### src/rtl/ioirq_pkg.sv
// ----------------------------------------------------------------------------
// ioirq_pkg
// Shared types and constants of the I/O interrupt controller register unit.
// ----------------------------------------------------------------------------
package ioirq_pkg;

  localparam int NUM_ENTRIES_DEF = 24;
  localparam int PIN_COUNT       = 24;

  localparam logic [7:0] REG_ID    = 8'h00;
  localparam logic [7:0] REG_VER   = 8'h01;
  localparam logic [7:0] REG_ARB   = 8'h02;
  localparam logic [7:0] REG_TABLE = 8'h10;

  localparam logic [7:0] VERSION_RST = 8'd17;

  typedef enum logic [1:0] {
    FN_READ  = 2'd0,
    FN_WRITE = 2'd1,
    FN_PINS  = 2'd2,
    FN_EOI   = 2'd3
  } func_t;

  typedef enum logic [2:0] {
    ST_IDLE,
    ST_FETCH,
    ST_EXEC,
    ST_SCAN_RD,
    ST_SCAN_EV,
    ST_FINAL
  } state_t;

  typedef struct packed {
    logic [7:0] dest;
    logic       mask;
    logic       trig;
    logic       rirr;
    logic       pol;
    logic       dstm;
    logic [2:0] dmode;
    logic [7:0] vector;
  } entry_t;

  localparam entry_t ENTRY_RST = '{dest: 8'h00, mask: 1'b1, trig: 1'b0, rirr: 1'b0,
                                   pol: 1'b0, dstm: 1'b0, dmode: 3'd0, vector: 8'h00};

  typedef struct packed {
    logic [7:0] vector;
    logic [2:0] dmode;
    logic       dstm;
    logic [7:0] dest;
  } irq_msg_t;

  typedef struct packed {
    logic latch_item;
    logic rd_bus;
    logic rd_scan;
    logic exec;
    logic idx_clr;
    logic step;
    logic idx_inc;
    logic finish;
  } cmd_t;

  typedef struct packed {
    func_t func;
    logic  out_free;
    logic  ev_block;
    logic  scan_last;
  } sts_t;

endpackage

### src/rtl/ioirq_if.sv
// ----------------------------------------------------------------------------
// ioirq_in_if / ioirq_out_if
// Valid/ready channels carrying request and result transactions.
// ----------------------------------------------------------------------------
interface ioirq_in_if;
  logic        valid;
  logic        ready;
  logic [1:0]  func;
  logic        window_sel;
  logic [31:0] write_data;
  logic [ioirq_pkg::PIN_COUNT-1:0] pin_levels;
  logic [7:0]  eoi_vector;

  modport source (output valid, func, window_sel, write_data, pin_levels, eoi_vector,
                  input ready);
  modport sink   (input valid, func, window_sel, write_data, pin_levels, eoi_vector,
                  output ready);
endinterface

interface ioirq_out_if;
  logic        valid;
  logic        ready;
  logic [31:0] read_data;
  logic        irq_valid;
  logic [7:0]  irq_vector;
  logic [2:0]  irq_delivery_mode;
  logic        irq_dest_mode;
  logic [7:0]  irq_destination;
  logic        last;

  modport source (output valid, read_data, irq_valid, irq_vector, irq_delivery_mode,
                  irq_dest_mode, irq_destination, last, input ready);
  modport sink   (input valid, read_data, irq_valid, irq_vector, irq_delivery_mode,
                  irq_dest_mode, irq_destination, last, output ready);
endinterface

### src/rtl/ioirq_ctrl.sv
// ----------------------------------------------------------------------------
// ioirq_ctrl
// Sequencer: bus access, entry scan for pin and EOI transactions, final result.
// ----------------------------------------------------------------------------
module ioirq_ctrl (
  input  logic              clk,
  input  logic              rst_n,
  input  logic              in_valid,
  output logic              in_ready,
  input  ioirq_pkg::sts_t   sts,
  output ioirq_pkg::cmd_t   cmd
);

  ioirq_pkg::state_t state_r, state_nxt;

  always_ff @(posedge clk) begin
    if (!rst_n) begin
      state_r <= ioirq_pkg::ST_IDLE;
    end else begin
      state_r <= state_nxt;
    end
  end

  always_comb begin
    state_nxt = state_r;
    cmd       = '0;
    in_ready  = 1'b0;
    unique case (state_r)
      ioirq_pkg::ST_IDLE: begin
        in_ready = 1'b1;
        if (in_valid) begin
          cmd.latch_item = 1'b1;
          state_nxt      = ioirq_pkg::ST_FETCH;
        end
      end
      ioirq_pkg::ST_FETCH: begin
        cmd.rd_bus = 1'b1;
        state_nxt  = ioirq_pkg::ST_EXEC;
      end
      ioirq_pkg::ST_EXEC: begin
        if (sts.func == ioirq_pkg::FN_READ || sts.func == ioirq_pkg::FN_WRITE) begin
          if (sts.out_free) begin
            cmd.exec  = 1'b1;
            state_nxt = ioirq_pkg::ST_IDLE;
          end
        end else begin
          cmd.idx_clr = 1'b1;
          state_nxt   = ioirq_pkg::ST_SCAN_RD;
        end
      end
      ioirq_pkg::ST_SCAN_RD: begin
        cmd.rd_scan = 1'b1;
        state_nxt   = ioirq_pkg::ST_SCAN_EV;
      end
      ioirq_pkg::ST_SCAN_EV: begin
        if (!sts.ev_block) begin
          cmd.step = 1'b1;
          if (sts.scan_last) begin
            state_nxt = ioirq_pkg::ST_FINAL;
          end else begin
            cmd.idx_inc = 1'b1;
            state_nxt   = ioirq_pkg::ST_SCAN_RD;
          end
        end
      end
      ioirq_pkg::ST_FINAL: begin
        if (sts.out_free) begin
          cmd.finish = 1'b1;
          state_nxt  = ioirq_pkg::ST_IDLE;
        end
      end
      default: begin
        state_nxt = ioirq_pkg::ST_IDLE;
      end
    endcase
  end

endmodule

### src/rtl/ioirq_dpath.sv
// ----------------------------------------------------------------------------
// ioirq_dpath
// Registers, redirection table memory, entry evaluation and result register.
// ----------------------------------------------------------------------------
module ioirq_dpath #(
  parameter int NUM_ENTRIES = ioirq_pkg::NUM_ENTRIES_DEF
) (
  input  logic                            clk,
  input  logic                            rst_n,
  input  logic                            cfg_we,
  input  logic [7:0]                      cfg_wdata,
  input  logic [1:0]                      in_func,
  input  logic                            in_window_sel,
  input  logic [31:0]                     in_write_data,
  input  logic [ioirq_pkg::PIN_COUNT-1:0] in_pin_levels,
  input  logic [7:0]                      in_eoi_vector,
  input  ioirq_pkg::cmd_t                 cmd,
  output ioirq_pkg::sts_t                 sts,
  input  logic                            out_ready,
  output logic                            out_valid,
  output logic [31:0]                     out_read_data,
  output logic                            out_irq_valid,
  output logic [7:0]                      out_irq_vector,
  output logic [2:0]                      out_irq_delivery_mode,
  output logic                            out_irq_dest_mode,
  output logic [7:0]                      out_irq_destination,
  output logic                            out_last
);

  localparam int IDX_W    = (NUM_ENTRIES > 1) ? $clog2(NUM_ENTRIES) : 1;
  localparam int SCAN_CNT = (NUM_ENTRIES < ioirq_pkg::PIN_COUNT) ? NUM_ENTRIES
                                                                 : ioirq_pkg::PIN_COUNT;
  localparam logic [8:0] TBL_END  = 9'(32'(ioirq_pkg::REG_TABLE) + 2 * NUM_ENTRIES);
  localparam logic [7:0] MAX_IDX  = 8'(NUM_ENTRIES - 1);
  localparam logic [IDX_W-1:0] LAST_ALL  = IDX_W'(NUM_ENTRIES - 1);
  localparam logic [IDX_W-1:0] LAST_PINS = IDX_W'(SCAN_CNT - 1);

  // configuration and bus-visible registers
  logic [7:0] version_r;
  logic [7:0] sel_r;
  logic [3:0] apic_id_r;
  logic [3:0] arb_id_r;
  logic [ioirq_pkg::PIN_COUNT-1:0] prev_pins_r;

  // latched transaction
  ioirq_pkg::func_t func_r;
  logic             wsel_r;
  logic [31:0]      wdata_r;
  logic [ioirq_pkg::PIN_COUNT-1:0] pins_r;
  logic [7:0]       eoiv_r;

  // table memory
  ioirq_pkg::entry_t mem [NUM_ENTRIES];
  logic [NUM_ENTRIES-1:0] vld_r;
  ioirq_pkg::entry_t rd_data_r;
  logic              rd_vld_r;
  ioirq_pkg::entry_t entry_q;

  logic [IDX_W-1:0] idx_r;
  ioirq_pkg::irq_msg_t pend_r;
  logic                pend_v_r;

  logic        out_valid_r;
  logic [31:0] out_rdata_r;
  logic        out_irqv_r;
  ioirq_pkg::irq_msg_t out_msg_r;
  logic        out_last_r;

  logic [7:0]       sel_off;
  logic             is_table;
  logic [IDX_W-1:0] bus_idx;
  logic [31:0]      bus_rdata;
  ioirq_pkg::entry_t bus_new;
  ioirq_pkg::entry_t scan_new;
  ioirq_pkg::irq_msg_t cur_msg;
  logic [ioirq_pkg::PIN_COUNT-1:0] pins_sh;
  logic [ioirq_pkg::PIN_COUNT-1:0] prev_sh;
  logic             lvl_now;
  logic             lvl_before;
  logic             fire;
  logic             out_free;
  logic             rd_en;
  logic [IDX_W-1:0] rd_addr;
  logic             wr_en;
  logic [IDX_W-1:0] wr_addr;
  ioirq_pkg::entry_t wr_data;
  logic             bus_wr_tbl;

  assign sel_off  = sel_r - ioirq_pkg::REG_TABLE;
  assign is_table = (sel_r >= ioirq_pkg::REG_TABLE) && ({1'b0, sel_r} < TBL_END);
  assign bus_idx  = sel_off[IDX_W:1];
  assign entry_q  = rd_vld_r ? rd_data_r : ioirq_pkg::ENTRY_RST;
  assign out_free = !out_valid_r || out_ready;

  always_comb begin
    bus_rdata = 32'h0;
    if (!wsel_r) begin
      bus_rdata = {24'h0, sel_r};
    end else if (sel_r == ioirq_pkg::REG_ID) begin
      bus_rdata = {4'h0, apic_id_r, 24'h0};
    end else if (sel_r == ioirq_pkg::REG_VER) begin
      bus_rdata = {8'h00, MAX_IDX, 8'h00, version_r};
    end else if (sel_r == ioirq_pkg::REG_ARB) begin
      bus_rdata = {4'h0, arb_id_r, 24'h0};
    end else if (is_table) begin
      if (sel_r[0]) begin
        bus_rdata = {entry_q.dest, 24'h0};
      end else begin
        bus_rdata = {15'h0, entry_q.mask, entry_q.trig, entry_q.rirr, entry_q.pol, 1'b0,
                     entry_q.dstm, entry_q.dmode, entry_q.vector};
      end
    end
  end

  always_comb begin
    bus_new = entry_q;
    if (sel_r[0]) begin
      bus_new.dest = wdata_r[31:24];
    end else begin
      bus_new.mask   = wdata_r[16];
      bus_new.trig   = wdata_r[15];
      bus_new.rirr   = entry_q.rirr & wdata_r[15];
      bus_new.pol    = wdata_r[13];
      bus_new.dstm   = wdata_r[11];
      bus_new.dmode  = wdata_r[10:8];
      bus_new.vector = wdata_r[7:0];
    end
  end

  // entry evaluation during a scan
  assign pins_sh    = pins_r >> idx_r;
  assign prev_sh    = prev_pins_r >> idx_r;
  assign lvl_now    = pins_sh[0] ^ entry_q.pol;
  assign lvl_before = prev_sh[0] ^ entry_q.pol;
  assign cur_msg    = '{vector: entry_q.vector, dmode: entry_q.dmode,
                        dstm: entry_q.dstm, dest: entry_q.dest};

  always_comb begin
    fire     = 1'b0;
    scan_new = entry_q;
    if (func_r == ioirq_pkg::FN_PINS) begin
      if (!entry_q.mask) begin
        if (entry_q.trig) begin
          fire = lvl_now && !entry_q.rirr;
          if (fire) begin
            scan_new.rirr = 1'b1;
          end
        end else begin
          fire = lvl_now && !lvl_before;
        end
      end
    end else if (entry_q.trig && entry_q.vector == eoiv_r) begin
      scan_new.rirr = 1'b0;
    end
  end

  assign sts.func      = func_r;
  assign sts.out_free  = out_free;
  assign sts.ev_block  = fire && pend_v_r && !out_free;
  assign sts.scan_last = (func_r == ioirq_pkg::FN_PINS) ? (idx_r == LAST_PINS)
                                                        : (idx_r == LAST_ALL);

  // memory ports
  assign bus_wr_tbl = cmd.exec && func_r == ioirq_pkg::FN_WRITE && wsel_r && is_table;
  assign rd_en   = cmd.rd_bus || cmd.rd_scan;
  assign rd_addr = cmd.rd_scan ? idx_r : bus_idx;
  assign wr_en   = cmd.step || bus_wr_tbl;
  assign wr_addr = cmd.step ? idx_r : bus_idx;
  assign wr_data = cmd.step ? scan_new : bus_new;

  always_ff @(posedge clk) begin
    if (wr_en) begin
      mem[wr_addr] <= wr_data;
    end
    if (rd_en) begin
      rd_data_r <= mem[rd_addr];
    end
  end

  // control state
  always_ff @(posedge clk) begin
    if (!rst_n) begin
      vld_r       <= '0;
      rd_vld_r    <= 1'b0;
      version_r   <= ioirq_pkg::VERSION_RST;
      sel_r       <= 8'h00;
      apic_id_r   <= 4'h0;
      arb_id_r    <= 4'h0;
      prev_pins_r <= '0;
      pend_v_r    <= 1'b0;
      out_valid_r <= 1'b0;
    end else begin
      if (wr_en) begin
        vld_r[wr_addr] <= 1'b1;
      end
      if (rd_en) begin
        rd_vld_r <= vld_r[rd_addr];
      end
      if (cfg_we) begin
        version_r <= cfg_wdata;
      end
      if (cmd.exec && func_r == ioirq_pkg::FN_WRITE) begin
        if (!wsel_r) begin
          sel_r <= wdata_r[7:0];
        end else if (sel_r == ioirq_pkg::REG_ID) begin
          apic_id_r <= wdata_r[27:24];
          arb_id_r  <= wdata_r[27:24];
        end
      end
      if (cmd.step && fire) begin
        pend_v_r <= 1'b1;
      end
      if (cmd.finish) begin
        pend_v_r <= 1'b0;
        if (func_r == ioirq_pkg::FN_PINS) begin
          prev_pins_r <= pins_r;
        end
      end
      if (cmd.exec || cmd.finish || (cmd.step && fire && pend_v_r)) begin
        out_valid_r <= 1'b1;
      end else if (out_ready) begin
        out_valid_r <= 1'b0;
      end
    end
  end

  // payload
  always_ff @(posedge clk) begin
    if (cmd.latch_item) begin
      func_r  <= ioirq_pkg::func_t'(in_func);
      wsel_r  <= in_window_sel;
      wdata_r <= in_write_data;
      pins_r  <= in_pin_levels;
      eoiv_r  <= in_eoi_vector;
    end
    if (cmd.idx_clr) begin
      idx_r <= '0;
    end else if (cmd.idx_inc) begin
      idx_r <= idx_r + 1'b1;
    end
    if (cmd.step && fire) begin
      pend_r <= cur_msg;
    end
    if (cmd.exec) begin
      out_rdata_r <= (func_r == ioirq_pkg::FN_READ) ? bus_rdata : 32'h0;
      out_irqv_r  <= 1'b0;
      out_msg_r   <= '0;
      out_last_r  <= 1'b1;
    end else if (cmd.finish) begin
      out_rdata_r <= 32'h0;
      out_irqv_r  <= pend_v_r;
      out_msg_r   <= pend_v_r ? pend_r : '0;
      out_last_r  <= 1'b1;
    end else if (cmd.step && fire && pend_v_r) begin
      out_rdata_r <= 32'h0;
      out_irqv_r  <= 1'b1;
      out_msg_r   <= pend_r;
      out_last_r  <= 1'b0;
    end
  end

  assign out_valid             = out_valid_r;
  assign out_read_data         = out_rdata_r;
  assign out_irq_valid         = out_irqv_r;
  assign out_irq_vector        = out_msg_r.vector;
  assign out_irq_delivery_mode = out_msg_r.dmode;
  assign out_irq_dest_mode     = out_msg_r.dstm;
  assign out_irq_destination   = out_msg_r.dest;
  assign out_last              = out_last_r;

endmodule

### src/rtl/io_interrupt_controller_regs_unit.sv
// ----------------------------------------------------------------------------
// io_interrupt_controller_regs_unit
// I/O interrupt controller: index/data register window, redirection table,
// pin edge/level delivery and EOI handling.
//
//   channel   dir   handshake     payload
//   in_ch     in    valid/ready   func, window_sel, write_data, pin_levels, eoi_vector
//   out_ch    out   valid/ready   read_data, irq fields, last
//   cfg       in    cfg_we        cfg_wdata (version byte)
//
// Bus read/write: each transaction passes through accept, table read and execute.
// Pin update scans min(NUM_ENTRIES,24) entries; EOI scans all NUM_ENTRIES,
// with one table read and one table write per entry.
// Synchronous reset; the table reads its reset value through per-entry valid
// bits, so no clearing pass. A stalled out_ch holds the scan when a second
// message is ready; the next transaction is taken while the last result waits.
// ----------------------------------------------------------------------------
module io_interrupt_controller_regs_unit #(
  parameter int NUM_ENTRIES = ioirq_pkg::NUM_ENTRIES_DEF
) (
  input  logic        clk,
  input  logic        rst_n,
  input  logic        cfg_we,
  input  logic [7:0]  cfg_wdata,
  ioirq_in_if.sink    in_ch,
  ioirq_out_if.source out_ch
);

  ioirq_pkg::cmd_t cmd;
  ioirq_pkg::sts_t sts;
  logic            in_ready;

  assign in_ch.ready = in_ready;

  ioirq_ctrl u_ctrl (
    .clk      (clk),
    .rst_n    (rst_n),
    .in_valid (in_ch.valid),
    .in_ready (in_ready),
    .sts      (sts),
    .cmd      (cmd)
  );

  ioirq_dpath #(
    .NUM_ENTRIES (NUM_ENTRIES)
  ) u_dpath (
    .clk                   (clk),
    .rst_n                 (rst_n),
    .cfg_we                (cfg_we),
    .cfg_wdata             (cfg_wdata),
    .in_func               (in_ch.func),
    .in_window_sel         (in_ch.window_sel),
    .in_write_data         (in_ch.write_data),
    .in_pin_levels         (in_ch.pin_levels),
    .in_eoi_vector         (in_ch.eoi_vector),
    .cmd                   (cmd),
    .sts                   (sts),
    .out_ready             (out_ch.ready),
    .out_valid             (out_ch.valid),
    .out_read_data         (out_ch.read_data),
    .out_irq_valid         (out_ch.irq_valid),
    .out_irq_vector        (out_ch.irq_vector),
    .out_irq_delivery_mode (out_ch.irq_delivery_mode),
    .out_irq_dest_mode     (out_ch.irq_dest_mode),
    .out_irq_destination   (out_ch.irq_destination),
    .out_last              (out_ch.last)
  );

endmodule

### src/flat_wrapper.sv
// flat-port wrapper written by rule: the top's interface ports become plain ports
module io_interrupt_controller_regs_unit_flat 
#(
  parameter int NUM_ENTRIES = ioirq_pkg::NUM_ENTRIES_DEF
)
  (clk, rst_n, cfg_we, cfg_wdata, in_ch_valid, in_ch_func, in_ch_window_sel, in_ch_write_data, in_ch_pin_levels, in_ch_eoi_vector, in_ch_ready, out_ch_valid, out_ch_read_data, out_ch_irq_valid, out_ch_irq_vector, out_ch_irq_delivery_mode, out_ch_irq_dest_mode, out_ch_irq_destination, out_ch_last, out_ch_ready);
  ioirq_in_if in_ch_i ();
  ioirq_out_if out_ch_i ();
  input  logic clk;
  input  logic rst_n;
  input  logic cfg_we;
  input  logic [7:0] cfg_wdata;
  input wire logic [$bits(in_ch_i.valid)-1:0] in_ch_valid;
  input wire logic [$bits(in_ch_i.func)-1:0] in_ch_func;
  input wire logic [$bits(in_ch_i.window_sel)-1:0] in_ch_window_sel;
  input wire logic [$bits(in_ch_i.write_data)-1:0] in_ch_write_data;
  input wire logic [$bits(in_ch_i.pin_levels)-1:0] in_ch_pin_levels;
  input wire logic [$bits(in_ch_i.eoi_vector)-1:0] in_ch_eoi_vector;
  output wire logic [$bits(in_ch_i.ready)-1:0] in_ch_ready;
  output wire logic [$bits(out_ch_i.valid)-1:0] out_ch_valid;
  output wire logic [$bits(out_ch_i.read_data)-1:0] out_ch_read_data;
  output wire logic [$bits(out_ch_i.irq_valid)-1:0] out_ch_irq_valid;
  output wire logic [$bits(out_ch_i.irq_vector)-1:0] out_ch_irq_vector;
  output wire logic [$bits(out_ch_i.irq_delivery_mode)-1:0] out_ch_irq_delivery_mode;
  output wire logic [$bits(out_ch_i.irq_dest_mode)-1:0] out_ch_irq_dest_mode;
  output wire logic [$bits(out_ch_i.irq_destination)-1:0] out_ch_irq_destination;
  output wire logic [$bits(out_ch_i.last)-1:0] out_ch_last;
  input wire logic [$bits(out_ch_i.ready)-1:0] out_ch_ready;
  assign in_ch_i.valid = in_ch_valid;
  assign in_ch_i.func = in_ch_func;
  assign in_ch_i.window_sel = in_ch_window_sel;
  assign in_ch_i.write_data = in_ch_write_data;
  assign in_ch_i.pin_levels = in_ch_pin_levels;
  assign in_ch_i.eoi_vector = in_ch_eoi_vector;
  assign in_ch_ready = in_ch_i.ready;
  assign out_ch_valid = out_ch_i.valid;
  assign out_ch_read_data = out_ch_i.read_data;
  assign out_ch_irq_valid = out_ch_i.irq_valid;
  assign out_ch_irq_vector = out_ch_i.irq_vector;
  assign out_ch_irq_delivery_mode = out_ch_i.irq_delivery_mode;
  assign out_ch_irq_dest_mode = out_ch_i.irq_dest_mode;
  assign out_ch_irq_destination = out_ch_i.irq_destination;
  assign out_ch_last = out_ch_i.last;
  assign out_ch_i.ready = out_ch_ready;
  io_interrupt_controller_regs_unit #(.NUM_ENTRIES(NUM_ENTRIES)) u_core (.clk(clk), .rst_n(rst_n), .cfg_we(cfg_we), .cfg_wdata(cfg_wdata), .in_ch(in_ch_i), .out_ch(out_ch_i));
endmodule
### config.mk
export PLATFORM = sky130hd
export DESIGN_NAME = io_interrupt_controller_regs_unit_flat
export DESIGN_NICKNAME = d
export VERILOG_FILES = /design/src/rtl/ioirq_pkg.sv /design/src/rtl/ioirq_if.sv /design/src/rtl/ioirq_ctrl.sv /design/src/rtl/ioirq_dpath.sv /design/src/rtl/io_interrupt_controller_regs_unit.sv /design/src/flat_wrapper.sv
export SDC_FILE = /design/constraint.sdc
export NUM_CORES = 1
export LEC_CHECK = 0
export BUFFER_PORTS_ARGS = -buffer_cell sky130_fd_sc_hd__clkbuf_2
export CAP_MARGIN = 20
export CORE_AREA = 2 2 237 239
export CTS_CLUSTER_SIZE = 16
export DETAILED_ROUTE_END_ITERATION = 12
export DIE_AREA = 0 0 239 241
export PLACE_DENSITY = 0.73
export SYNTH_ARGS = -nofsm -noshare
export SYNTH_HDL_FRONTEND = slang
export SYNTH_SLANG_ARGS = --single-unit
### constraint.sdc
create_clock -name clk -period 12.9 [get_ports clk]
set_input_delay 0 -clock clk [delete_from_list [all_inputs] [get_ports clk]]
set_output_delay 0 -clock clk [all_outputs]
set_load 0.005 [all_outputs]
==> results of run 1 <==
[synth_stat cells (all sizes together) (3+ instances only)]
cell	n
nor3	16
buf	50
edfxtp	703
xor2	4
xnor2	5
o31a	9
o211a	3
ha	3
a21oi	35
o2bb2ai	10
nand2	105
o211ai	28
nand3	23
o22ai	4
a31o	3
a22oi	14
nand3b	6
dfxtp	101
nand4	6
nor2b	13
mux2i	97
and3	8
or2	12
nor2	66
a22o	28
o21ai	32
clkbuf	50
nand2b	11
inv	16
o21a	15
and2	16
or3	5
a211oi	5
nor4	6
mux4	152
mux2	45
[state kept, by name (all words and copies together), names as in the netlist, 2 cells and up]
signal                                cells
u_core.u_ctrl.state_r                     3
u_core.u_dpath.arb_id_r                   4
u_core.u_dpath.idx_r                      5
u_core.u_dpath.sel_r                      8
u_core.u_dpath.eoiv_r                     8
u_core.u_dpath.rd_data_r                 24
u_core.u_dpath.out_read_data             25
u_core.u_dpath.out_irq_vector             8
u_core.u_dpath.func_r                     2
u_core.u_dpath.mem                      576
u_core.u_dpath.vld_r                     24
u_core.u_dpath.version_r                  8
u_core.u_dpath.pend_r                    20
u_core.u_dpath.pins_r                    24
u_core.u_dpath.prev_pins_r               24
u_core.u_dpath.wdata_r                   23
u_core.u_dpath.out_irq_delivery_mode      3
u_core.u_dpath.out_irq_destination        8
[power by group]
part           switching [mW]  internal [mW]  leakage (nW)
logic                   0.192          0.116          4.27
clock network           0.959           1.24          1.18
registers              0.0438           2.89          7.21
[worst max path at each step]
| stage | startpoint | to | cells past startpoint |
|---|---|---|---|
| 6_report | u_core.u_dpath.idx_r[0]$_SDFFE_PP0P_ | u_core.u_dpath.mem[19][14]$_DFFE_PP_ | 9 |
| 5_1_grt | u_core.u_dpath.idx_r[0]$_SDFFE_PP0P_ | u_core.u_dpath.mem[18][14]$_DFFE_PP_ | 9 |
| 4_1_cts | u_core.u_dpath.idx_r[0]$_SDFFE_PP0P_ | u_core.u_dpath.mem[8][12]$_DFFE_PP_ | 8 |
| 3_5_place_dp | u_core.u_dpath.idx_r[0]$_SDFFE_PP0P_ | u_core.u_dpath.mem[12][12]$_DFFE_PP_ | 8 |
| 3_3_place_gp | u_core.u_dpath.idx_r[0]$_SDFFE_PP0P_ | u_core.u_dpath.mem[8][12]$_DFFE_PP_ | 8 |
| 2_1_floorplan | u_core.u_dpath.idx_r[0]$_SDFFE_PP0P_ | u_core.u_dpath.mem[20][0]$_DFFE_PP_ | 8 |
[cell usage in the layout, fill, tap and decap left out, drive strengths merged, types with 8 or more instances in the layout]
master and n:
buf 38, nand2 105, o21a 15, mux4 152
dfxtp 101, mux2 45, nor3 16, o211ai 28
clkbuf 220, inv 21, a22oi 14, clkinv 29
mux2i 97, or2 12, nand3 23, nor2 66
nor2b 13, and2 16, and3 8, o31a 9
nand2b 11, edfxtp 703, dlygate4sd3 76, o21ai 32
a21oi 35, o2bb2ai 10, a22o 28
[through the flow]
| stage | cell area (sq um) | worst slack (ps) | hold WS [ps] | utilization [%] | total power, mW |
|---|---|---|---|---|---|
| detailed placement | 33300 | 7870 | 179 | 60.6 | 3.27 |
| finish | 36500 | 8150 | 10.4 | 66.5 | 5.44 |
| floorplan | 31600 | 8530 | 98.9 | - | 3.17 |
| CTS | 36500 | 7840 | 1.84 | 66.5 | 5.46 |
| global route | 36500 | 8090 | 38.5 | 66.5 | 5.59 |
| global placement | 33200 | 7970 | 178 | 60.5 | 3.26 |
[worst max-delay path, cell delays in order (launching register included)]
cell      delay [ps]
dfxtp_1          570
buf_4            440
mux4_2           570
a22oi_2          230
o211ai_1         130
xor2_1           240
or4b_4           780
a21oi_4          730
mux2i_1          530
buf_4            330
[what timing repair did]
item,CTS,global route
hold buffers,76,0
endpoints found under the hold margin,69,0
setup endpoints to repair,0,0
[cells by family after synthesis]
| logic type | count (synthesis) | share of synthesized area, % |
|---|---|---|
| flops | 804 | 73.3 |
| simple gates | 297 | 4.46 |
| mux | 294 | 15.6 |
| compound gates | 198 | 4.48 |
| buf+inv | 117 | 1.73 |
| xor+xnor | 9 | 0.250 |
| fa+ha+maj | 3 | 0.119 |
| other cells | 1 | 0.0119 |
[final cells by class]
| type | instances | area (sq um) | share of cell area [%] |
|---|---|---|---|
| clock inverters | 43 | 329 | 0.901 |
| repair buffers | 235 | 1770 | 4.84 |
| multi-input cells | 806 | 8230 | 22.5 |
| flip-flops and latches | 804 | 23100 | 63.3 |
| well taps | 704 | 881 | 2.41 |
| inverters | 17 | 63.8 | 0.175 |
| clock buffers | 99 | 2110 | 5.79 |
[metal layers]
metal | track usage [%] | vias to the layer above | wire length, um
met5 | 0 | - | 0
met4 | 9.00 | 0 | 2080
met3 | 4.23 | 138 | 6150
met2 | 43.1 | 807 | 36600
met1 | 36.6 | 8802 | 29600
li1 | - | 7310 | -
==> results_dict.tcl, run 1 <==
set metrics [dict create \
    timing.rr.start "u_core.u_dpath.idx_r[0]$_SDFFE_PP0P_" \
    skew_ps 17.7 \
    clkSinkCount 804 \
    antenna_cells 0 \
    synth_top_area_cell "edfxtp_1" \
    yosysWarnings 0 \
    cp-start-kind "flip-flop" \
    ys_ff_latch 804 \
    synth_edf_count 703 \
    die_x_um 239 \
    drc 0 \
    firstDrtPassIters 5 \
    ios 136 \
    instances_no_fill 2708 \
    cts_made_buffers 80 \
    cts_buffer_depth 3 \
    min_to "u_core.u_dpath.version_r[4]$_SDFFE_PN1P_" \
    dp_hpwl_mm 41.8 \
    post-route-period-util_pct 36.8 \
    ys_types 61 \
    vias_per_cell 6.30 \
    core_sq_um 54900 \
    root_buffer "clkbuf_16" \
    setup-violations-final 0 \
    cp_max_fo 24 \
    outcome "finished, final reports clean" \
    synth.cell_area_sq_um 31500 \
    ctsResizeCount 0 \
    antenna_found_initial 0 \
    relSlewSlack_pct 30.6 \
    dp_cells 2488 \
    drv_cap 0 \
    rrSetupSlack_ps 8150 \
    die_height_um 241 \
    endpoint_kind "flip-flop" \
    max_slew.worst_pin.slew_ps 1040 \
    grt_max_degree 151 \
    first_global_vias 17300 \
    hold_depth 2 \
    drv_slew 0 \
    cts_tree "done" \
    clock_latency_ps 620 \
    r2r_end "u_core.u_dpath.mem[19][14]$_DFFE_PP_" \
    fin_setup_tns_ps 0 \
    max-vdd-ir-drop_uv 120 \
    hold_path.class "in2reg" \
    hold_start "rst_n" \
    detail_route.wl_per_cell_um 27.4 \
    criticalPathCategory "reg2reg" \
    postCtsSetupBuffers 0 \
    dieArea_sq_um 57600 \
    syn-mean-instance-area_sq_um 18.3 \
    grt_overflow_total 0 \
    grt_pass1_wl_mm 110 \
    p_leak_nw 12.7 \
    detail-route-antenna-nets 0 \
    nFillCells 3517 \
    drtIter0Drc 2077 \
    ys_seq_area_share_pct 73.3 \
    synthArstFlopShare_pct 0 \
    place.port_buffers 121 \
    dr_total_vias 17100 \
    layout-drive-gt1-share_pct 25.6 \
    htreeDepth 3 \
    cp.required_ps 13340 \
    globalplace.congestion 0.881 \
    r2r_cells 9 \
    initial_core_util_pct 57.5 \
    hold_viol 0 \
    synth_cells 1723 \
    fmax_mhz 211 \
    path_clk_slew_ps 60 \
    yosys_most_used_dff "edfxtp_1" \
    synth.area.top_cells "edfxtp_1 (67%), mux4_2 (11%), dfxtp_1 (6.4%)" \
    num_rows 86 \
    drt_wl_total_mm 74.3 \
    area_growth_pct 15.8 \
    rsz0062_at_grt "no" \
    synth_top_area_share_pct 66.9 \
    p_per_area_nw_per_um2 149 \
    grt.total_usage_pct 26.3 \
    crit_arrival_ps 5190 \
    fin_crit_ps 4750 \
    nets 2027 \
]
Note: power is estimated with default switching activity, not from simulation.
==> run 2: changes to the inputs <==
--- a/config.mk
+++ b/config.mk
@@ -7,10 +7,10 @@
 export LEC_CHECK = 0
 export BUFFER_PORTS_ARGS = -buffer_cell sky130_fd_sc_hd__clkbuf_2
 export CAP_MARGIN = 20
-export CORE_AREA = 2 2 237 239
+export CORE_AREA = 2 2 243 245
 export CTS_CLUSTER_SIZE = 16
 export DETAILED_ROUTE_END_ITERATION = 12
-export DIE_AREA = 0 0 239 241
+export DIE_AREA = 0 0 245 247
 export PLACE_DENSITY = 0.73
 export SYNTH_ARGS = -nofsm -noshare
 export SYNTH_HDL_FRONTEND = slang
==> constraint.sdc (replaced) <==
create_clock -name clk -period 4.1 [get_ports clk]
set_input_delay 0 -clock clk [delete_from_list [all_inputs] [get_ports clk]]
set_output_delay 0 -clock clk [all_outputs]
set_load 0.005 [all_outputs]
==> run 2 against run 1 <==
Setup slack worse by 7800 ps. Die area is 5.1% higher. Largest power group unchanged. Global-route usage down 0.75 points. Final area up 1.6%. Register-to-register slack worse by 7800 ps. Largest cell class unchanged. Maximum frequency up 27%. Cell count is 3.9% higher. Critical path type unchanged. Critical path depth grew 1. Sequential share of layout area down 1.0 points. Core utilization down 2.8 points.
==> results_dict.tcl, run 2 (synthesis results as in run 1) <==
set metrics [dict create \
    num_rows 89 \
    grt_overflow_total 0 \
    largest_reg_flops 576 \
    crit_path_cell_trace "buf_4 -> mux2i_1 -> a22oi_1 -> nand2_1 -> o211ai_1 -> xor2_1 -> nor3_2 -> buf_12 -> o22ai_2 -> buf_4" \
    grt_pass1_wl_mm 112 \
    setup-violations-final 0 \
    outcome "finished, final reports clean" \
    critical-path-top-delay-family "compound AO/OA/AOI/OAI gates" \
    cp_num_buf_inv 3 \
    root_buffer "clkbuf_16" \
    criticalPathCategory "reg2reg" \
    die_height_um 247 \
    detail_route.wl_per_cell_um 27.1 \
    hold_path.class "in2reg" \
    hold_viol 0 \
    drc 0 \
    p_per_area_nw_per_um2 476 \
    cp_slowest_cell "o22ai_2" \
    detail-route-antenna-nets 0 \
    grt_max_degree 80 \
    drt_wl_total_mm 76.2 \
    vias_per_cell 6.12 \
    dpl-instance-area_sq_um 33600 \
    crit_arrival_ps 4020 \
    worst_slack_ps 365 \
    max_slew.worst_pin.slew_ps 1100 \
    initial_core_util_pct 54.2 \
    endpoint_kind "flip-flop" \
    post-route-period-util_pct 91.1 \
    dieArea_sq_um 60500 \
    path_clk_slew_ps 60 \
    largest-register "u_core.u_dpath.mem" \
    cts_buffer_depth 3 \
    cp.required_ps 4390 \
    drv_cap 0 \
    fin_setup_tns_ps 0 \
    ios 136 \
    clock_latency_ps 630 \
    rsz0062_at_grt "no" \
    critPathMaxStageDelay_ps 780 \
    layout-drive-gt1-share_pct 27.1 \
    clkSinkCount 804 \
    firstDrtPassIters 5 \
    drv_slew 0 \
    hold_depth 2 \
    p_leak_nw 13.0 \
    ctsResizeCount 0 \
    cts_made_buffers 81 \
    skew_ps 21.7 \
    layout_commonest_cell "edfxtp_1" \
    dp_slack_ps 401 \
    dr_total_vias 17200 \
    grt.total_usage_pct 25.6 \
    fin_crit_ps 3730 \
    dp_hpwl_mm 43.8 \
    cpMostUsedCell "buf_4" \
    r2r_cells 10 \
    htreeDepth 3 \
    cp-start-kind "flip-flop" \
    fmax_mhz 268 \
    first_global_vias 17700 \
    die_x_um 245 \
    core_sq_um 58200 \
    cp_max_fo 26 \
    max-vdd-ir-drop_uv 353 \
    relSlewSlack_pct 26.3 \
    drtIter0Drc 1585 \
    hold_ws_ps 53.9 \
    globalplace.congestion 0.903 \
    cts_tree "done" \
    area_growth_pct 17.6 \
    antenna_found_initial 0 \
    final_cell_mix "edfxtp_1 (703), mux4_2 (152), clkbuf_2 (122)" \
    antenna_cells 0 \
    place.port_buffers 121 \
    nets 2058 \
    design_area_sq_um 37100 \
    cp_num_cells 10 \
]
run 2: changes by cell type in the layout (fill, tap and decap cells not counted), sizes merged:
cell,change
buf,+29
clkinvlp,-4
bufinv,+5
clkbuf,+5
clkinv,+2
inv,-1
run 2: path summary, 6_finish.rpt:
path	from	to	slack, ps
hold reg to reg	u_core.u_dpath.prev_pins_r[21]$_SDFFE_PN0P_	u_core.u_dpath.prev_pins_r[21]$_SDFFE_PN0P_	450
hold / removal	rst_n	u_core.u_dpath.version_r[0]$_SDFFE_PN1P_	50
setup reg to reg	u_core.u_dpath.idx_r[0]$_SDFFE_PP0P_	u_core.u_dpath.mem[19][13]$_DFFE_PP_	370
setup / recovery	u_core.u_dpath.idx_r[0]$_SDFFE_PP0P_	u_core.u_dpath.mem[19][13]$_DFFE_PP_	370
run 2: worst reg2reg max path, stage by stage, from the launching register on:
cell and delay [ps]:
dfxtp_1 490, buf_4 430, mux2i_1 150, a22oi_1 210
nand2_1 80, o211ai_1 200, xor2_1 290, nor3_2 110
buf_12 180, o22ai_2 790, buf_4 480
run 2: per-layer routing:
| metal | vias up | wire, um | global-route usage (%) | share of wire [%] |
|---|---|---|---|---|
| met5 | - | 0 | 0 | 0 |
| met1 | 8870 | 29500 | 33.7 | 39 |
| met2 | 813 | 38000 | 42.5 | 50 |
| met3 | 165 | 6170 | 4.89 | 8.1 |
| li1 | 7379 | - | - | - |
| met4 | 0 | 2530 | 10.1 | 3.3 |
run 2: metrics by stage:
step	total power [mW]	cells	utilization [%]
finish	17.7	2813	63.7
detailed placement	10.3	2586	57.7
CTS	17.7	2810	63.6
global route	18.1	2813	63.7
floorplan	9.96	1727	-
global placement	10.3	2585	57.7
run 2: area by class of cell:
class | count | area, sq um
multi-input combinational | 806 | 8200
clock inverter | 45 | 487
fill | 3770 | 21100
timing repair buffer | 265 | 2070
clock buffer | 103 | 2190
inverter | 17 | 63.8
tap | 773 | 967
sequential | 804 | 23100
run 2: repair_timing:
item                                    CTS  global route
hold endpoints to repair                 69             0
hold buffers                             76             0
endpoints found under the setup margin    0             0
buffers inserted                          0             0
run 2: report_power, final:
group	total (mW)	leakage, nW	internal [mW]	switching [mW]
Clock	7.42	1.31	4.37	3.05
Sequential	9.22	7.21	9.09	0.129
Combinational	1.01	4.46	0.392	0.622
